==> src/rtl/core/rrsp_pkg.sv <==
`timescale 1ns / 1ps
// ----------------------------------------------------------------------------
// rrsp_pkg - reply stream parser shared definitions
// Character codes, event kinds, stack sizing and controller/datapath links.
// ----------------------------------------------------------------------------
package rrsp_pkg;

	localparam int MAX_DEPTH = 8;
	localparam int LVL_W     = $clog2(MAX_DEPTH + 1);
	localparam int IDX_W     = (MAX_DEPTH > 1) ? $clog2(MAX_DEPTH) : 1;

	localparam logic [7:0] CH_PLUS  = 8'h2B;
	localparam logic [7:0] CH_MINUS = 8'h2D;
	localparam logic [7:0] CH_COLON = 8'h3A;
	localparam logic [7:0] CH_DOLLAR = 8'h24;
	localparam logic [7:0] CH_STAR  = 8'h2A;
	localparam logic [7:0] CH_CR    = 8'h0D;
	localparam logic [7:0] CH_ZERO  = 8'h30;
	localparam logic [7:0] CH_NINE  = 8'h39;

	localparam logic [3:0] EV_SIMPLE   = 4'd0;
	localparam logic [3:0] EV_ERROR    = 4'd1;
	localparam logic [3:0] EV_INTEGER  = 4'd2;
	localparam logic [3:0] EV_BULK     = 4'd3;
	localparam logic [3:0] EV_NIL      = 4'd4;
	localparam logic [3:0] EV_UNKNOWN  = 4'd5;
	localparam logic [3:0] EV_ELEM_END = 4'd6;
	localparam logic [3:0] EV_BAD_LEN  = 4'd7;
	localparam logic [3:0] EV_OVERFLOW = 4'd8;
	localparam logic [3:0] EV_CLOSED   = 4'd9;

	localparam logic [1:0] LK_SIMPLE  = 2'd0;
	localparam logic [1:0] LK_ERROR   = 2'd1;
	localparam logic [1:0] LK_INTEGER = 2'd2;
	localparam logic [1:0] LK_BULKLEN = 2'd0;
	localparam logic [1:0] LK_ARRLEN  = 2'd1;

	localparam logic [35:0] MAG_CAP     = 36'd2147483649;
	localparam logic [31:0] INT_POS_MAX = 32'd2147483647;

	localparam logic [31:0] RESET_MAX_BULK = 32'd536870912;

	typedef enum logic [2:0] {
		LEN_MALFORMED,
		LEN_NIL,
		LEN_BULK_ZERO,
		LEN_BULK,
		LEN_ARR_EMPTY,
		LEN_OVERFLOW,
		LEN_PUSH
	} len_eval_t;

	typedef struct packed {
		logic clear;
		logic len_start;
		logic len_byte;
		logic bulk_load;
		logic bulk_dec;
		logic push;
		logic finish;
		logic is_array;
	} dp_cmd_t;

	typedef struct packed {
		len_eval_t len_eval;
		logic      bulk_last;
		logic      sep;
		logic      done;
	} dp_sts_t;

endpackage

==> src/rtl/core/rrsp_dp.sv <==
`timescale 1ns / 1ps
// ----------------------------------------------------------------------------
// rrsp_dp - reply parser datapath
// Length accumulator, bulk counter, array count stack and bulk limit register.
// ----------------------------------------------------------------------------
module rrsp_dp (
	input  logic                clk,
	input  logic                arst_n,
	input  logic [7:0]          data_byte,
	input  logic                cfg_valid,
	input  logic [30:0]         max_bulk_length,
	input  rrsp_pkg::dp_cmd_t   cmd,
	output rrsp_pkg::dp_sts_t   sts
);

	logic [30:0]                       max_bulk_q;
	logic [31:0]                       len_q;
	logic                              neg_q;
	logic                              seen_q;
	logic                              stopped_q;
	logic                              arr_q;
	logic [30:0]                       bulk_q;
	logic [rrsp_pkg::LVL_W-1:0]        level_q;
	logic [30:0]                       rem_q [rrsp_pkg::MAX_DEPTH];
	logic [rrsp_pkg::MAX_DEPTH-1:0]    one_q;
	logic [rrsp_pkg::MAX_DEPTH-1:0]    two_q;

	logic                              is_digit;
	logic [35:0]                       prod;
	logic [31:0]                       len_next;
	logic                              found;
	logic [rrsp_pkg::IDX_W-1:0]        fidx;
	logic [rrsp_pkg::IDX_W-1:0]        push_idx;

	assign is_digit = (data_byte >= rrsp_pkg::CH_ZERO) && (data_byte <= rrsp_pkg::CH_NINE);
	assign prod     = {1'b0, len_q, 3'b000} + {3'b000, len_q, 1'b0}
	                  + {32'd0, data_byte[3:0] - rrsp_pkg::CH_ZERO[3:0]};
	assign len_next = (prod > rrsp_pkg::MAG_CAP) ? rrsp_pkg::MAG_CAP[31:0] : prod[31:0];
	assign push_idx = level_q[rrsp_pkg::IDX_W-1:0];

	// topmost open level that does not close with this element
	always_comb begin
		found = 1'b0;
		fidx  = '0;
		for (int i = 0; i < rrsp_pkg::MAX_DEPTH; i++) begin
			if ((rrsp_pkg::LVL_W'(i) < level_q) && !one_q[i]) begin
				found = 1'b1;
				fidx  = rrsp_pkg::IDX_W'(i);
			end
		end
	end

	always_comb begin
		logic neg;
		neg = neg_q && (len_q != 32'd0);
		sts.bulk_last = (bulk_q == 31'd1);
		sts.sep       = found;
		sts.done      = !found;
		if (!seen_q) begin
			sts.len_eval = rrsp_pkg::LEN_MALFORMED;
		end else if (neg) begin
			sts.len_eval = (len_q == 32'd1) ? rrsp_pkg::LEN_NIL : rrsp_pkg::LEN_MALFORMED;
		end else if (len_q > rrsp_pkg::INT_POS_MAX) begin
			sts.len_eval = rrsp_pkg::LEN_MALFORMED;
		end else if (!arr_q) begin
			if (len_q > {1'b0, max_bulk_q})
				sts.len_eval = rrsp_pkg::LEN_MALFORMED;
			else if (len_q == 32'd0)
				sts.len_eval = rrsp_pkg::LEN_BULK_ZERO;
			else
				sts.len_eval = rrsp_pkg::LEN_BULK;
		end else if (len_q == 32'd0) begin
			sts.len_eval = rrsp_pkg::LEN_ARR_EMPTY;
		end else if (level_q >= rrsp_pkg::LVL_W'(rrsp_pkg::MAX_DEPTH)) begin
			sts.len_eval = rrsp_pkg::LEN_OVERFLOW;
		end else begin
			sts.len_eval = rrsp_pkg::LEN_PUSH;
		end
	end

	always_ff @(posedge clk or negedge arst_n) begin
		if (!arst_n) begin
			max_bulk_q <= rrsp_pkg::RESET_MAX_BULK[30:0];
		end else if (cfg_valid) begin
			max_bulk_q <= max_bulk_length;
		end
	end

	always_ff @(posedge clk or negedge arst_n) begin
		if (!arst_n) begin
			len_q     <= '0;
			neg_q     <= 1'b0;
			seen_q    <= 1'b0;
			stopped_q <= 1'b0;
			arr_q     <= 1'b0;
			bulk_q    <= '0;
			level_q   <= '0;
		end else if (cmd.clear) begin
			len_q     <= '0;
			neg_q     <= 1'b0;
			seen_q    <= 1'b0;
			stopped_q <= 1'b0;
			arr_q     <= 1'b0;
			bulk_q    <= '0;
			level_q   <= '0;
		end else begin
			if (cmd.len_start) begin
				len_q     <= '0;
				neg_q     <= 1'b0;
				seen_q    <= 1'b0;
				stopped_q <= 1'b0;
				arr_q     <= cmd.is_array;
			end else if (cmd.len_byte && !stopped_q) begin
				if (is_digit) begin
					len_q  <= len_next;
					seen_q <= 1'b1;
				end else if (!seen_q && !neg_q && data_byte == rrsp_pkg::CH_MINUS) begin
					neg_q <= 1'b1;
				end else begin
					stopped_q <= 1'b1;
				end
			end
			if (cmd.bulk_load)
				bulk_q <= len_q[30:0];
			else if (cmd.bulk_dec)
				bulk_q <= bulk_q - 31'd1;
			if (cmd.push)
				level_q <= level_q + rrsp_pkg::LVL_W'(1);
			else if (cmd.finish)
				level_q <= found ? (rrsp_pkg::LVL_W'(fidx) + rrsp_pkg::LVL_W'(1)) : '0;
		end
	end

	always_ff @(posedge clk) begin
		if (cmd.push && !cmd.clear) begin
			rem_q[push_idx] <= len_q[30:0];
			one_q[push_idx] <= (len_q == 32'd1);
			two_q[push_idx] <= (len_q == 32'd2);
		end else if (cmd.finish && !cmd.clear && found) begin
			rem_q[fidx] <= rem_q[fidx] - 31'd1;
			one_q[fidx] <= two_q[fidx];
			two_q[fidx] <= (rem_q[fidx] == 31'd3);
		end
	end

endmodule

==> src/rtl/core/rrsp_ctrl.sv <==
`timescale 1ns / 1ps
// ----------------------------------------------------------------------------
// rrsp_ctrl - reply parser controller
// Parse phase sequencing, datapath commands and the registered event output.
// ----------------------------------------------------------------------------
module rrsp_ctrl (
	input  logic              clk,
	input  logic              arst_n,
	input  logic              in_valid,
	output logic              in_ready,
	input  logic [7:0]        data_byte,
	input  logic              stream_closed,
	output logic              out_valid,
	input  logic              out_ready,
	output logic [3:0]        event_kind,
	output logic [7:0]        event_byte,
	output logic              separator_follows,
	output logic              reply_done,
	output rrsp_pkg::dp_cmd_t cmd,
	input  rrsp_pkg::dp_sts_t sts
);

	typedef enum logic [2:0] {
		PH_PREFIX,
		PH_TEXT,
		PH_TEXT_END,
		PH_LEN,
		PH_LEN_END,
		PH_BULK,
		PH_TRAIL1,
		PH_TRAIL2
	} phase_t;

	phase_t      phase_q, phase_d;
	logic [1:0]  kind_q, kind_d;
	logic        out_valid_q;
	logic [3:0]  ev_kind_q;
	logic [7:0]  ev_byte_q;
	logic        ev_sep_q;
	logic        ev_done_q;

	logic        in_fire;
	logic        emit;
	logic [3:0]  e_kind;
	logic [7:0]  e_byte;
	logic        e_sep;
	logic        e_done;

	assign in_ready = !out_valid_q || out_ready;
	assign in_fire  = in_valid && in_ready;

	always_comb begin
		phase_d = phase_q;
		kind_d  = kind_q;
		cmd     = '0;
		emit    = 1'b0;
		e_kind  = rrsp_pkg::EV_ELEM_END;
		e_byte  = 8'd0;
		e_sep   = 1'b0;
		e_done  = 1'b0;
		if (in_fire) begin
			if (stream_closed) begin
				cmd.clear = 1'b1;
				phase_d   = PH_PREFIX;
				kind_d    = '0;
				emit      = 1'b1;
				e_kind    = rrsp_pkg::EV_CLOSED;
				e_done    = 1'b1;
			end else begin
				unique case (phase_q)
					PH_PREFIX: begin
						if (data_byte == rrsp_pkg::CH_PLUS) begin
							phase_d = PH_TEXT;
							kind_d  = rrsp_pkg::LK_SIMPLE;
						end else if (data_byte == rrsp_pkg::CH_MINUS) begin
							phase_d = PH_TEXT;
							kind_d  = rrsp_pkg::LK_ERROR;
						end else if (data_byte == rrsp_pkg::CH_COLON) begin
							phase_d = PH_TEXT;
							kind_d  = rrsp_pkg::LK_INTEGER;
						end else if (data_byte == rrsp_pkg::CH_DOLLAR) begin
							phase_d       = PH_LEN;
							kind_d        = rrsp_pkg::LK_BULKLEN;
							cmd.len_start = 1'b1;
						end else if (data_byte == rrsp_pkg::CH_STAR) begin
							phase_d       = PH_LEN;
							kind_d        = rrsp_pkg::LK_ARRLEN;
							cmd.len_start = 1'b1;
							cmd.is_array  = 1'b1;
						end else begin
							cmd.finish = 1'b1;
							emit       = 1'b1;
							e_kind     = rrsp_pkg::EV_UNKNOWN;
							e_byte     = data_byte;
							e_sep      = sts.sep;
							e_done     = sts.done;
						end
					end
					PH_TEXT: begin
						if (data_byte == rrsp_pkg::CH_CR) begin
							phase_d = PH_TEXT_END;
						end else begin
							emit   = 1'b1;
							e_kind = {2'b00, kind_q};
							e_byte = data_byte;
						end
					end
					PH_LEN: begin
						if (data_byte == rrsp_pkg::CH_CR)
							phase_d = PH_LEN_END;
						else
							cmd.len_byte = 1'b1;
					end
					PH_LEN_END: begin
						phase_d = PH_PREFIX;
						unique case (sts.len_eval)
							rrsp_pkg::LEN_NIL: begin
								cmd.finish = 1'b1;
								emit       = 1'b1;
								e_kind     = rrsp_pkg::EV_NIL;
								e_sep      = sts.sep;
								e_done     = sts.done;
							end
							rrsp_pkg::LEN_ARR_EMPTY: begin
								cmd.finish = 1'b1;
								emit       = 1'b1;
								e_kind     = rrsp_pkg::EV_ELEM_END;
								e_sep      = sts.sep;
								e_done     = sts.done;
							end
							rrsp_pkg::LEN_BULK_ZERO: begin
								phase_d = PH_TRAIL1;
							end
							rrsp_pkg::LEN_BULK: begin
								cmd.bulk_load = 1'b1;
								phase_d       = PH_BULK;
							end
							rrsp_pkg::LEN_PUSH: begin
								cmd.push = 1'b1;
							end
							rrsp_pkg::LEN_OVERFLOW: begin
								cmd.clear = 1'b1;
								kind_d    = '0;
								emit      = 1'b1;
								e_kind    = rrsp_pkg::EV_OVERFLOW;
								e_done    = 1'b1;
							end
							default: begin
								cmd.clear = 1'b1;
								kind_d    = '0;
								emit      = 1'b1;
								e_kind    = rrsp_pkg::EV_BAD_LEN;
								e_done    = 1'b1;
							end
						endcase
					end
					PH_BULK: begin
						cmd.bulk_dec = 1'b1;
						if (sts.bulk_last)
							phase_d = PH_TRAIL1;
						emit   = 1'b1;
						e_kind = rrsp_pkg::EV_BULK;
						e_byte = data_byte;
					end
					PH_TRAIL1: begin
						phase_d = PH_TRAIL2;
					end
					PH_TEXT_END, PH_TRAIL2: begin
						phase_d    = PH_PREFIX;
						cmd.finish = 1'b1;
						emit       = 1'b1;
						e_kind     = rrsp_pkg::EV_ELEM_END;
						e_sep      = sts.sep;
						e_done     = sts.done;
					end
					default: begin
						phase_d = PH_PREFIX;
					end
				endcase
			end
		end
	end

	always_ff @(posedge clk or negedge arst_n) begin
		if (!arst_n) begin
			phase_q     <= PH_PREFIX;
			kind_q      <= '0;
			out_valid_q <= 1'b0;
			ev_kind_q   <= '0;
			ev_byte_q   <= '0;
			ev_sep_q    <= 1'b0;
			ev_done_q   <= 1'b0;
		end else begin
			phase_q <= phase_d;
			kind_q  <= kind_d;
			if (emit) begin
				out_valid_q <= 1'b1;
				ev_kind_q   <= e_kind;
				ev_byte_q   <= e_byte;
				ev_sep_q    <= e_sep;
				ev_done_q   <= e_done;
			end else if (out_ready) begin
				out_valid_q <= 1'b0;
			end
		end
	end

	assign out_valid         = out_valid_q;
	assign event_kind        = ev_kind_q;
	assign event_byte        = ev_byte_q;
	assign separator_follows = ev_sep_q;
	assign reply_done        = ev_done_q;

endmodule

==> src/rtl/core/resp_reply_stream_parser_unit.sv <==
`timescale 1ns / 1ps
// ----------------------------------------------------------------------------
// resp_reply_stream_parser_unit - reply byte stream parser
// Type dispatch, text/bulk byte events, length parsing and nested arrays.
// ----------------------------------------------------------------------------
// Takes one reply byte per word and returns at most one event word per byte.
// Each byte is handled as it is accepted: the controller steps its phase, the
// datapath updates the length, bulk count and array stack in the same cycle,
// and the event lands in an output register, so a byte is accepted every cycle
// while out_ready keeps the output register draining. Stack unwinding at an
// element end is one priority search over the open levels. An abort clears all
// parser state; no clearing pass follows reset.
// ----------------------------------------------------------------------------
module resp_reply_stream_parser_unit (
	input  logic        clk,
	input  logic        arst_n,
	input  logic        cfg_valid,
	output logic        cfg_ready,
	input  logic [30:0] max_bulk_length,
	input  logic        in_valid,
	output logic        in_ready,
	input  logic [7:0]  data_byte,
	input  logic        stream_closed,
	output logic        out_valid,
	input  logic        out_ready,
	output logic [3:0]  event_kind,
	output logic [7:0]  event_byte,
	output logic        separator_follows,
	output logic        reply_done
);

	rrsp_pkg::dp_cmd_t cmd;
	rrsp_pkg::dp_sts_t sts;

	assign cfg_ready = 1'b1;

	rrsp_ctrl u_ctrl (
		.clk               (clk),
		.arst_n            (arst_n),
		.in_valid          (in_valid),
		.in_ready          (in_ready),
		.data_byte         (data_byte),
		.stream_closed     (stream_closed),
		.out_valid         (out_valid),
		.out_ready         (out_ready),
		.event_kind        (event_kind),
		.event_byte        (event_byte),
		.separator_follows (separator_follows),
		.reply_done        (reply_done),
		.cmd               (cmd),
		.sts               (sts)
	);

	rrsp_dp u_dp (
		.clk             (clk),
		.arst_n          (arst_n),
		.data_byte       (data_byte),
		.cfg_valid       (cfg_valid),
		.max_bulk_length (max_bulk_length),
		.cmd             (cmd),
		.sts             (sts)
	);

endmodule

==> config.mk <==
export PLATFORM = sky130hd
export DESIGN_NAME = resp_reply_stream_parser_unit
export DESIGN_NICKNAME = d
export VERILOG_FILES = /design/src/rtl/core/rrsp_pkg.sv /design/src/rtl/core/rrsp_dp.sv /design/src/rtl/core/rrsp_ctrl.sv /design/src/rtl/core/resp_reply_stream_parser_unit.sv
export SDC_FILE = /design/constraint.sdc
export NUM_CORES = 1
export LEC_CHECK = 0
export BUFFER_PORTS_ARGS = -buffer_cell sky130_fd_sc_hd__buf_4
export CAP_MARGIN = 20
export CORE_MARGIN = 2
export CORE_UTILIZATION = 50
export CTS_BUF_LIST = sky130_fd_sc_hd__clkbuf_8
export DETAILED_ROUTE_END_ITERATION = 10
export PLACE_DENSITY = 0.73
export REMOVE_ABC_BUFFERS = 1
export SLEW_MARGIN = 25
export SYNTH_ARGS = -nofsm -noshare
export SYNTH_HDL_FRONTEND = slang
export SYNTH_SLANG_ARGS = --single-unit
export TNS_END_PERCENT = 50
==> constraint.sdc <==
create_clock -name clk -period 18.3 [get_ports clk]
set_input_delay 0.915 -clock clk [delete_from_list [all_inputs] [get_ports clk]]
set_output_delay 0.915 -clock clk [all_outputs]
set_load 0.05 [all_outputs]
# Word level (Yosys, flattened, before mapping)
# Memory sizes are Yosys's and may differ from the RTL's.
# Cells that the tools add are included.
dict set report classes {
  addsub 6
  magnitude_cmp 18
  eq_ne 30
  muxes 166
  n_reduce_logical 58
}
# op count
set op_table {}
lappend op_table {{$mux W32} 5}
lappend op_table {{$mux W31} 4}
lappend op_table {{$mux W8} 13}
lappend op_table {{$mux W1} 79}
lappend op_table {{$mux W3} 21}
lappend op_table {{$sub A31 B1 Y31 const B} 2}
lappend op_table {{$eq A8 B6 Y1 const B} 5}
lappend op_table {{$mux W4} 10}
lappend op_table {{$add A35 B33 Y36} 1}
lappend op_table {{$add A36 B4 Y36} 1}
lappend op_table {{$gt A36 B32 Y1 const B} 1}
lappend op_table {{$bwmux W8} 4}
lappend op_table {{$eq A32 B1 Y1 const B} 1}
lappend op_table {{$eq A32 B2 Y1 const B} 1}
lappend op_table {{$gt A32 B31 Y1} 1}
lappend op_table {{$gt A32 B31 Y1 const B} 1}
lappend op_table {{$logic_not A32 Y1} 1}
lappend op_table {{$reduce_bool A32 Y1} 1}
lappend op_table {{$eq A31 B1 Y1 const B} 1}
lappend op_table {{$eq A31 B2 Y1 const B} 1}
lappend op_table {{$reduce_or A31 Y1} 1}
lappend op_table {{$mux W2} 15}
lappend op_table {{$pmux W8 S3} 1}
lappend op_table {{$eq A3 B3 Y1 const B} 7}
lappend op_table {{other kinds (41)} 100}
dict set report totals {
  register_bits 138
  ramBits 248
  in_bits 45
  output_inout_bits 17
  word_cells 296
  mem_count 1
}
# memory words word_bits read_ports rd_clocked_by_memory_dff write_ports line_no
set memory_table {}
lappend memory_table {u_dp.rem_q 8 31 1 0 1 rrsp_dp.sv:24} ;# logic [30:0] rem_q [rrsp_pkg::MAX_DEPTH];

# Logic depth before layout (Yosys ltp)
# Gate-level depths: netlist (run 1).
dict set report depth {
  depth_word 21
  ltp_mapped 20
  depth_no_buf 16
}

# Modules after synthesis
# Synthesis (run 1) repeated with hierarchy kept, for this count alone.
dict set report hier_totals {
  cells_unflattened 2046
  hier_area_um2 21550.7
}
# module n_inst cells_per_inst area_each_um2 seq_area_each_um2
set by_module_without_submodules {}
lappend by_module_without_submodules {rrsp_dp 1 1863 19940.4 10481.3}
lappend by_module_without_submodules {rrsp_ctrl 1 181 1599.0 500.5}
lappend by_module_without_submodules {resp_reply_stream_parser_unit 1 2 11.3 0.0}

# Worst setup path before layout (run 1)
# Ideal clock, no wire load.
dict set report synth_timing {
  kind {register -> register}
  start {reg u_dp.level_q[0] (netlist bit)}
  end {mem u_dp.rem_q[0][0] (enable)}
  setup_time_ps 462
  arrival_time_ps 5247
  t_required_ps 17838
  path_slack_ps 12591
  stages_incl_launch_ff 14
  n_path_buf 6
  synth_period_minus_slack_ps 5709
  cell_sequence {dfrtp_1 > inv_1 > ha_1 > nor3b_1 > o221a_2 > a211o_1 > buf_6 > buf_2 > buf_2 > buf_1 > clkbuf_1 > buf_1 > nand2_1 > o21ai_0}
}
dict set report synth_via {
  elab_chain_len 21
  elab_cells_between_ends 66
  classes_between {order compare (9); eq/ne (5); mux (37); reduce/logical (15)}
}
# element line_no
set synth_rtl {}
lappend synth_rtl {{from (decl)} rrsp_dp.sv:23} ;# logic [rrsp_pkg::LVL_W-1:0] level_q;
lappend synth_rtl {{from (signal assigned)} rrsp_dp.sv:128} ;# level_q <= level_q + rrsp_pkg::LVL_W'(1);
lappend synth_rtl {{from (signal assigned)} rrsp_dp.sv:130} ;# level_q <= found ? (rrsp_pkg::LVL_W'(fidx) + rrsp_pkg::LVL_W'(1)) : '0;
lappend synth_rtl {{$ge A4 B4 Y1} rrsp_dp.sv:74} ;# end else if (level_q >= rrsp_pkg::LVL_W'(rrsp_pkg::MAX_DEPTH)) begin
lappend synth_rtl {{$mux W2} rrsp_dp.sv:74}
lappend synth_rtl {{$mux W3} rrsp_dp.sv:72} ;# end else if (len_q == 32'd0) begin
lappend synth_rtl {{$mux W3} rrsp_dp.sv:65} ;# end else if (!arr_q) begin
lappend synth_rtl {{$mux W3} rrsp_dp.sv:63} ;# end else if (len_q > rrsp_pkg::INT_POS_MAX) begin
lappend synth_rtl {{$mux W3} rrsp_dp.sv:61} ;# end else if (neg) begin
lappend synth_rtl {{$mux W3} rrsp_dp.sv:59} ;# if (!seen_q) begin
lappend synth_rtl {{$eq A3 B2 Y1 (tied with other cells)} rrsp_ctrl.sv:116} ;# unique case (sts.len_eval)
lappend synth_rtl {{(+4 left out)} --}
lappend synth_rtl {{$mux W8} rrsp_ctrl.sv:61} ;# if (in_fire) begin
lappend synth_rtl {{$logic_not A1 Y1} {rrsp_dp.sv:135, rrsp_dp.sv:139}}
lappend synth_rtl {{$logic_and A1 B1 Y1 (2 in series)} rrsp_dp.sv:139} ;# end else if (cmd.finish && !cmd.clear && found) begin
lappend synth_rtl {{$mux W1} rrsp_dp.sv:139}
lappend synth_rtl {{$mux W1} rrsp_dp.sv:135} ;# if (cmd.push && !cmd.clear) begin
lappend synth_rtl {{$mux W1 (implied by the code)} rrsp_dp.sv:140} ;# rem_q[fidx] <= rem_q[fidx] - 31'd1;
lappend synth_rtl {{$reduce_or A31 Y1 (no line)} --}
lappend synth_rtl {{$mux W3 (no line) or $mux W1 (tied branches)} --}
lappend synth_rtl {{to (decl)} rrsp_dp.sv:24}
# Several ways; a longest one is shown, not always the timed one.

# Worst setup path after layout (run 1)
dict set report layout_timing {
  start {reg u_dp.level_q[0] (netlist bit)}
  end {mem u_dp.rem_q[1][19], data pin}
}
dict set report layout_via {
  elab_chain_len 21
  elab_cells_between_ends 65
  classes_between {add/sub (1); order compare (9); eq/ne (5); mux (34); reduce/logical (15); memory (1)}
}
# element line_no
set layout_rtl {}
lappend layout_rtl {{$ge A4 B4 Y1} rrsp_dp.sv:74}
lappend layout_rtl {{$mux W2} rrsp_dp.sv:74}
lappend layout_rtl {{$mux W3} rrsp_dp.sv:72}
lappend layout_rtl {{$mux W3} rrsp_dp.sv:65}
lappend layout_rtl {{$mux W3} rrsp_dp.sv:63}
lappend layout_rtl {{$mux W3} rrsp_dp.sv:61}
lappend layout_rtl {{$mux W3} rrsp_dp.sv:59}
lappend layout_rtl {{$eq A3 B2 Y1 (tied with other cells)} rrsp_ctrl.sv:116}
lappend layout_rtl {{(+4 left out)} --}
lappend layout_rtl {{$mux W8} rrsp_ctrl.sv:61}
lappend layout_rtl {{$logic_not A1 Y1} {rrsp_dp.sv:135, rrsp_dp.sv:139}}
lappend layout_rtl {{$logic_and A1 B1 Y1 (2 in series)} rrsp_dp.sv:139}
lappend layout_rtl {{$mux W1} rrsp_dp.sv:139}
lappend layout_rtl {{$mux W1} rrsp_dp.sv:135}
lappend layout_rtl {{$mux W1 (implied by the code)} rrsp_dp.sv:140}
lappend layout_rtl {{$reduce_or A31 Y1 (no line)} --}
lappend layout_rtl {{$mux W31 (no line) (*)} --}
# Mark *: on every way between the ends. The rest lies on a longest branch, timed or not.

==> flow_metrics.env, run 1 <==
export IMPL_io_pin_count=62
export IMPL_critical_path_max_stage_delay_ns=0.81
export IMPL_required_ns=18.61
export IMPL_holdBufCountCts=0
export IMPL_syn_mean_instance_area_sq_um=10.3
export IMPL_setup_viol=0
export IMPL_run_status="finished clean"
export IMPL_rows=75
export IMPL_synth_cells=2044
export IMPL_synth_warnings=0
export IMPL_timing_critical_path_from_type="register"
export IMPL_top_count_cell_post_synth="sky130_fd_sc_hd__nand2_1"
export IMPL_unrepaired_setup_endpoints_after_global_routing="no"
export IMPL_initial_core_util_pct=50.4
export IMPL_via_count_of_the_first_global_routing_pass=16755
export IMPL_synth_lib_cells_used_distinct=81
export IMPL_cts_root_buf="sky130_fd_sc_hd__clkbuf_8"
export IMPL_global_route_wire_length_before_repair_mm=90.7
export IMPL_worst_setup_hold_path_clk_slew_ns=0.06
export IMPL_edff_count_synth=264
export IMPL_yosysTopAreaCell="sky130_fd_sc_hd__edfxtp_1"
export IMPL_h_tree_depth=3
export IMPL_antenna_cells_inserted=0
export IMPL_worstMarginPinSlew_ns=1.05
export IMPL_postSynth_topFlopCell="sky130_fd_sc_hd__edfxtp_1"
export IMPL_synth_seq_area_share_pct=52.2
export IMPL_crit_path_max_fanout=83
export IMPL_post_synth_most_frequent_cells="318 x sky130_fd_sc_hd__nand2_1, 264 x sky130_fd_sc_hd__edfxtp_1, 135 x sky130_fd_sc_hd__o21ai_0"
export IMPL_grt_overflow=0
export IMPL_antenna_found_initial=0
export IMPL_die_area_sq_mm=0.0438
export IMPL_max_clock_freq_mhz=156
export IMPL_max_cap_viol=0
export IMPL_fin_crit_ns=6.43
export IMPL_setup_tns_ns=0
export IMPL_cts_resized=0
export IMPL_worst_skew_pair_late_latency_ns=0.64
export IMPL_synth_top_cells_by_area="sky130_fd_sc_hd__edfxtp_1 38%, sky130_fd_sc_hd__dfrtp_1 14%, sky130_fd_sc_hd__ha_1 6.0%, sky130_fd_sc_hd__nand2_1 5.7%, sky130_fd_sc_hd__o21ai_0 3.2%"
export IMPL_post_dp_hpwl_mm=38.0
export IMPL_drt_wl_total_mm=57.4
export IMPL_routed_via_count=16719
export IMPL_clk_path_buf_depth=3
export IMPL_power_density_mw_per_mm2=82.0
export IMPL_first_pass_iters=5
export IMPL_clk_skew_ns=0.0210
export IMPL_post_cts_setup_buffers=0
export IMPL_synth_async_reset_ratio_pct=31.6
export IMPL_ys_ff_latch=386
export IMPL_grt_max_degree=84
export IMPL_vdd_ir_drop_worst_mv=0.0743
export IMPL_ant_nets=0
export IMPL_post_synth_top_area_fraction_pct=37.6
export IMPL_path_delay_family="compound AO/OA/AOI/OAI gates"
export IMPL_post_synth_instance_area_sq_mm=0.0211
export IMPL_finalNetCount=2247
export IMPL_end_kind="register"
export IMPL_global_route_usage_total_pct=26.5
export IMPL_hold_viol=0
export IMPL_timing_max_transition_violations_final=0
export IMPL_die_width_microns=209
export IMPL_fin_hold_ws_ns=0.334
export IMPL_gp_congestion=0.930
export IMPL_cts_tree="yes"
export IMPL_via_per_inst=6.22
export IMPL_worst_setup_path_type="reg2reg"
export IMPL_cp_buffers_inverters=2
export IMPL_critical_path_slowest_cell="sky130_fd_sc_hd__or4_1"
export IMPL_placeableCoreArea_sq_mm=0.0418
export IMPL_port_buffers=60
export IMPL_p_leak_uw=0.00956
export IMPL_cts_sinks=386
export IMPL_cp_arrival_ns=6.74
export IMPL_post_route_cells_drive_above_1_share_pct=10.8
export IMPL_drt_drc_violations_left=0
export IMPL_initialDrtViolationCount=1489
export IMPL_cts_buffers=67
export IMPL_wl_per_cell_microns=21.4
export IMPL_die_h_microns=209
export IMPL_slew_headroom_pct=29.5
export IMPL_crit_chain="ha_1 > or3_1 > a211o_1 > a211o_4 > inv_2 > buf_4 > o311ai_0 > a22oi_1 > and2_1 > nand3b_1 > or4_1 > o31a_1 > o31ai_1"
export IMPL_hold_class="in2async"
export IMPL_syn2layout_area_growth_pct=11.2
export IMPL_period_share_pct=35.1
## logic make-up (layout without fill, tap and decap cells)
kind of cell               count (synthesis)  count (layout)  synth area share, %
xor gates and xnor gates                  65              65                 2.70
DFF                                      386             386                 52.2
and+or+nand+nor                          752             752                 16.9
AOI/OAI and AO/OA                        516             516                 16.0
muxes                                     41              41                 2.63
buffers and inverters                    180             284                 3.39
other                                      1               1               0.0178
adders and majority gates                103             103                 6.19
## path summary, 6_finish.rpt
check | startpoint | to | slack, ns | cells past startpoint
max | u_dp.level_q[0]$_DFFE_PN0P_ | u_dp.rem_q[1][19]$_DFFE_PP_ | 11.87 | 13
max in group asynchronous | arst_n | u_dp.bulk_q[4]$_DFFE_PN0P_ | 16.65 | 2
min | arst_n | u_dp.max_bulk_q[26]$_DFFE_PN0P_ | 0.33 | 1
max reg2reg | u_dp.level_q[0]$_DFFE_PN0P_ | u_dp.rem_q[1][19]$_DFFE_PP_ | 11.87 | 13
min in group clk | u_ctrl.event_kind[1]$_DFFE_PN0P_ | u_ctrl.event_kind[1]$_DFFE_PN0P_ | 0.48 | 2
min reg2reg | u_ctrl.event_kind[1]$_DFFE_PN0P_ | u_ctrl.event_kind[1]$_DFFE_PN0P_ | 0.48 | 2
## power by group
| part | switching, uW | internal [uW] |
|---|---|---|
| logic | 126 | 58.1 |
| clock network | 365 | 404 |
| registers | 18.7 | 947 |
| total | 510 | 1410 |
## routing by layer
layer / track usage, % / part of all wire [%] / vias to the layer above
li1: - / - / 7777
met1: 35.2 / 41 / 8136
met2: 43.8 / 48 / 690
met3: 4.69 / 7.9 / 116
met4: 9.98 / 2.8 / 0
met5: 0 / 0 / -
## placed cells by master (no fill, tap or decap), types with 8 or more instances in the layout
cell	synthesis	layout
sky130_fd_sc_hd__xnor2_1	37	37
sky130_fd_sc_hd__o21a_1	11	11
sky130_fd_sc_hd__nor2_1	118	117
sky130_fd_sc_hd__nand2b_1	14	14
sky130_fd_sc_hd__a21o_1	20	20
sky130_fd_sc_hd__a22o_1	8	8
sky130_fd_sc_hd__and4_1	11	11
sky130_fd_sc_hd__buf_4	2	89
sky130_fd_sc_hd__nor3_1	45	43
sky130_fd_sc_hd__o21ai_0	135	131
sky130_fd_sc_hd__ha_1	101	101
sky130_fd_sc_hd__nor4_1	33	32
sky130_fd_sc_hd__o211ai_1	14	14
sky130_fd_sc_hd__xor2_1	28	28
sky130_fd_sc_hd__and2_1	22	22
sky130_fd_sc_hd__a211o_1	12	11
sky130_fd_sc_hd__clkbuf_8	0	74
sky130_fd_sc_hd__a21oi_1	108	107
sky130_fd_sc_hd__or3_1	18	18
sky130_fd_sc_hd__o31ai_1	27	26
sky130_fd_sc_hd__a211oi_1	49	49
sky130_fd_sc_hd__nand2_1	318	318
sky130_fd_sc_hd__o22ai_1	19	16
sky130_fd_sc_hd__nand4_1	34	34
sky130_fd_sc_hd__clkinv_1	0	12
sky130_fd_sc_hd__or2_2	9	9
sky130_fd_sc_hd__mux2i_1	26	26
sky130_fd_sc_hd__nor2b_1	10	10
sky130_fd_sc_hd__or4_1	10	10
sky130_fd_sc_hd__inv_1	76	92
sky130_fd_sc_hd__edfxtp_1	264	264
sky130_fd_sc_hd__dfrtp_1	121	121
sky130_fd_sc_hd__and3_1	8	8
sky130_fd_sc_hd__a31oi_1	22	22
sky130_fd_sc_hd__nand3_1	75	74
sky130_fd_sc_hd__mux4_2	11	11
## area by class of cell
cell class,count,area (sq um)
clock buffer,74,1020
multi-input combinational,1478,9510
timing repair buffer,89,668
sequential,386,11000
clock inverter,44,272
inverter,77,289
fill,3557,18400
tap,539,674
## sequential cells by signal, indices dropped and copies added (netlist names), 2 cells and up
signal	count
u_ctrl.event_byte	8
u_dp.rem_q	248
u_dp.len_q	32
u_ctrl.phase_q	3
u_dp.max_bulk_q	31
u_ctrl.kind_q	2
u_dp.one_q	8
u_dp.level_q	4
u_ctrl.event_kind	4
u_dp.two_q	8
u_dp.bulk_q	31
## worst reg2reg max path: cells and delay by family, from the launching register on
| kind | cells | cell delay (ns) |
|---|---|---|
| compound gates | 6 | 2.66 |
| buf+inv | 2 | 0.91 |
| simple gates | 4 | 1.82 |
| fa+ha+maj | 1 | 0.29 |
| flops | 1 | 0.45 |
## stage by stage
stage	util, %	total power [uW]	cells	worst slack (ns)	cell area [sq um]
after global routing	56.1	1990	2687	11.50	23400
after floorplan	-	1100	1941	7.97	20600
after detailed placement	53.0	1170	2569	12.01	22100
final	56.1	1920	2687	11.87	23400
after CTS	56.0	1930	2687	11.98	23400
after global placement	53.0	1160	2569	12.16	22100
No activity file was read; power rests on OpenSTA's default activity.
==> run 2, diff against run 1 <==
--- a/config.mk
+++ b/config.mk
@@ -5,13 +5,14 @@
 export SDC_FILE = /design/constraint.sdc
 export NUM_CORES = 1
 export LEC_CHECK = 0
+export ABC_AREA = 1
 export BUFFER_PORTS_ARGS = -buffer_cell sky130_fd_sc_hd__buf_4
 export CAP_MARGIN = 20
 export CORE_MARGIN = 2
 export CORE_UTILIZATION = 50
 export CTS_BUF_LIST = sky130_fd_sc_hd__clkbuf_8
 export DETAILED_ROUTE_END_ITERATION = 10
-export PLACE_DENSITY = 0.73
+export PLACE_DENSITY = 0.76
 export REMOVE_ABC_BUFFERS = 1
 export SLEW_MARGIN = 25
 export SYNTH_ARGS = -nofsm -noshare
==> constraint.sdc (replaced) <==
create_clock -name clk -period 5.8 [get_ports clk]
set_input_delay 0.29 -clock clk [delete_from_list [all_inputs] [get_ports clk]]
set_output_delay 0.29 -clock clk [all_outputs]
set_load 0.05 [all_outputs]
==> run 2 against run 1 <==
  * Critical path depth is 3 higher
  * Wire length is 15% higher
  * Register-to-register slack worse by 11 ns
  * Clock power grew to 3.2 times the previous value
  * Global-route usage is 1.8 points higher
  * Critical endpoint is now u_dp.rem_q[4][8]$_DFFE_PP_
  * Largest power group unchanged
  * Highest routed layer is now met5
==> flow_metrics.env, run 2 <==
export IMPL_hold_viol=0
export IMPL_post_synth_top_area_fraction_pct=35.1
export IMPL_first_pass_iters=6
export IMPL_max_clock_freq_mhz=215
export IMPL_gp_congestion=0.977
export IMPL_critical_path_slowest_cell="sky130_fd_sc_hd__a21oi_4"
export IMPL_wl_per_cell_microns=19.2
export IMPL_initialDrtViolationCount=1847
export IMPL_routed_via_count=19617
export IMPL_h_tree_depth=3
export IMPL_post_route_cells_drive_above_1_share_pct=10.5
export IMPL_p_leak_uw=0.0119
export IMPL_p_total_uw=6220
export IMPL_timing_critical_path_from_type="register"
export IMPL_placeableCoreArea_sq_mm=0.0444
export IMPL_synth_lib_cells_used_distinct=58
export IMPL_fin_crit_ns=4.64
export IMPL_top_count_cell_post_synth="sky130_fd_sc_hd__nand2_1"
export IMPL_layout_cells_most_common="sky130_fd_sc_hd__nand2_1"
export IMPL_global_route_wire_length_before_repair_mm=104
export IMPL_critical_path_max_stage_delay_ns=0.77
export IMPL_antenna_cells_inserted=0
export IMPL_ant_nets=0
export IMPL_pre_cts_slack_ns=1.26
export IMPL_top_register="u_dp.rem_q"
export IMPL_ys_ff_latch=386
export IMPL_port_buffers=60
export IMPL_worst_setup_path_type="reg2reg"
export IMPL_drt_drc_violations_left=0
export IMPL_synth_seq_area_share_pct=48.7
export IMPL_cp_arrival_ns=4.93
export IMPL_finalNetCount=2932
export IMPL_end_kind="register"
export IMPL_grt_max_degree=64
export IMPL_crit_path_max_fanout=38
export IMPL_synth_cells=2668
export IMPL_post_dp_hpwl_mm=45.8
export IMPL_drt_wl_total_mm=66.0
export IMPL_global_route_usage_total_pct=28.3
export IMPL_max_cap_viol=0
export IMPL_die_width_microns=216
export IMPL_cp_num_cells=16
export IMPL_yosysTopAreaCell="sky130_fd_sc_hd__edfxtp_1"
export IMPL_layout_setup_ws_ns=1.16
export IMPL_die_h_microns=216
export IMPL_required_ns=6.08
export IMPL_cp_buffers_inverters=4
export IMPL_post_cts_setup_buffers=0
export IMPL_synth_async_reset_ratio_pct=31.6
export IMPL_unrepaired_setup_endpoints_after_global_routing="no"
export IMPL_hold_path_cell_cnt=4
export IMPL_worst_skew_pair_late_latency_ns=0.63
export IMPL_cts_tree="yes"
export IMPL_antenna_found_initial=1
export IMPL_rows=77
export IMPL_number_of_fill_cells=3926
export IMPL_cts_sinks=386
export IMPL_hold_class="in2reg"
export IMPL_final_cell_mix="662 x sky130_fd_sc_hd__nand2_1, 296 x sky130_fd_sc_hd__inv_1, 282 x sky130_fd_sc_hd__nand3_1"
export IMPL_grt_overflow=0
export IMPL_largest_register_ff_count=248
export IMPL_slew_headroom_pct=30.9
export IMPL_synth_warnings=0
export IMPL_clk_skew_ns=0.0225
export IMPL_worstMarginPinSlew_ns=1.03
export IMPL_synth_top_cells_by_area="sky130_fd_sc_hd__edfxtp_1 35%, sky130_fd_sc_hd__dfrtp_1 13%, sky130_fd_sc_hd__nand2_1 11%, sky130_fd_sc_hd__nand3_1 6.3%, sky130_fd_sc_hd__ha_1 5.6%"
export IMPL_power_density_mw_per_mm2=245
export IMPL_regToRegSetupSlack_ns=1.16
export IMPL_die_area_sq_mm=0.0468
export IMPL_initial_core_util_pct=50.8
export IMPL_vdd_ir_drop_worst_mv=0.218
export IMPL_crit_chain="inv_2 > nor2_4 > inv_2 > nand2_2 > inv_2 > a21oi_4 > nand2_1 > inv_1 > nand2_1 > nand3_1 > nor2_2 > ha_1 > nand2_1 > nor2_2 > xor2_1 > o21ai_0"
export IMPL_clk_path_buf_depth=3
export IMPL_setup_viol=0
export IMPL_post_synth_most_frequent_cells="662 x sky130_fd_sc_hd__nand2_1, 282 x sky130_fd_sc_hd__nand3_1, 276 x sky130_fd_sc_hd__inv_1"
export IMPL_cts_buffers=68
export IMPL_syn2layout_area_growth_pct=12.6
export IMPL_via_count_of_the_first_global_routing_pass=19479
export IMPL_period_share_pct=80.1
export IMPL_postPlaceCellArea_sq_mm=0.0236
export IMPL_rr_worst_depth=16
export IMPL_setup_tns_ns=0
export IMPL_path_delay_family="compound AO/OA/AOI/OAI gates"
export IMPL_cts_root_buf="sky130_fd_sc_hd__clkbuf_8"
export IMPL_fin_hold_ws_ns=0.0456
export IMPL_final_area_sq_mm=0.0254
export IMPL_postSynth_topFlopCell="sky130_fd_sc_hd__edfxtp_1"
export IMPL_largest_registers="u_dp.rem_q (248), u_dp.len_q (32)"
export IMPL_io_pin_count=62
export IMPL_timing_max_transition_violations_final=0
export IMPL_syn_mean_instance_area_sq_um=8.45
export IMPL_run_status="finished clean"
export IMPL_via_per_inst=5.72
export IMPL_edff_count_synth=264
export IMPL_cts_resized=0
export IMPL_post_synth_instance_area_sq_mm=0.0226
export IMPL_worst_setup_hold_path_clk_slew_ns=0.06
-- run 2: power by group --
part / leakage, uW / switching, uW / total [uW] / internal, uW
clock network: 0.000757 / 1170 / 2490 / 1320
logic: 0.00711 / 490 / 702 / 213
registers: 0.00401 / 42.4 / 3030 / 2990
-- run 2: kinds of logic after synthesis --
group	synth area share, %
compound gates	9.06
flops	48.7
buf+inv	7.04
fa+ha+maj	5.78
simple gates	27.2
mux	0.0499
other cells	0.0166
xor+xnor	2.17
-- run 2: cell type report --
cell class / instances / area [sq um] / share of cell area [%]
inverters: 298 / 1120 / 4.40
clock buffers: 77 / 1060 / 4.17
clock inverters: 45 / 269 / 1.06
flip-flops and latches: 386 / 11000 / 43.2
well taps: 592 / 741 / 2.92
repair buffers: 133 / 1140 / 4.48
multi-input cells: 1897 / 10100 / 39.7
-- run 2: worst paths after layout --
path / startpoint / to
worst min register to register: u_ctrl.event_byte[6]$_DFFE_PN0P_ / u_ctrl.event_byte[6]$_DFFE_PN0P_
worst max-delay path: u_dp.level_q[3]$_DFFE_PN0P_ / u_dp.rem_q[4][8]$_DFFE_PP_
worst max register to register: u_dp.level_q[3]$_DFFE_PN0P_ / u_dp.rem_q[4][8]$_DFFE_PP_
min in group asynchronous: arst_n / u_dp.level_q[0]$_DFFE_PN0P_
max in group asynchronous: arst_n / u_dp.bulk_q[21]$_DFFE_PN0P_
worst min-delay path: stream_closed / u_ctrl.event_byte[7]$_DFFE_PN0P_
-- run 2: timing repair --
action / 4_1_cts / 5_1_grt
hold endpoints to repair: 100 / 0
hold buffers: 40 / 0
endpoints found under the setup margin: 0 / 0
-- run 2: routing by layer --
metal / routed length [microns] / vias up / track usage (%)
li1: - / 9233 / -
met1: 26300 / 9290 / 35.9
met2: 32200 / 907 / 48.4
met3: 4820 / 185 / 4.08
met4: 2600 / 2 / 12.2
met5: 10 / - / 0
-- run 2: stage by stage --
step	util (%)	std cells
after floorplan	-	2581
after global placement	53.2	3264
after detailed placement	53.2	3265
after CTS	57.1	3427
after global routing	57.2	3428
final	57.2	3428
-- run 2: worst reg2reg max path, stage by stage (launching register included) --
cell and delay, ns:
sky130_fd_sc_hd__dfrtp_1 0.46, sky130_fd_sc_hd__inv_2 0.14, sky130_fd_sc_hd__nor2_4 0.46, sky130_fd_sc_hd__inv_2 0.13
sky130_fd_sc_hd__nand2_2 0.15, sky130_fd_sc_hd__inv_2 0.06, sky130_fd_sc_hd__a21oi_4 0.77, sky130_fd_sc_hd__nand2_1 0.12
sky130_fd_sc_hd__inv_1 0.33, sky130_fd_sc_hd__nand2_1 0.10, sky130_fd_sc_hd__nand3_1 0.12, sky130_fd_sc_hd__nor2_2 0.07
sky130_fd_sc_hd__ha_1 0.24, sky130_fd_sc_hd__nand2_1 0.15, sky130_fd_sc_hd__nor2_2 0.08, sky130_fd_sc_hd__xor2_1 0.14
sky130_fd_sc_hd__o21ai_0 0.77
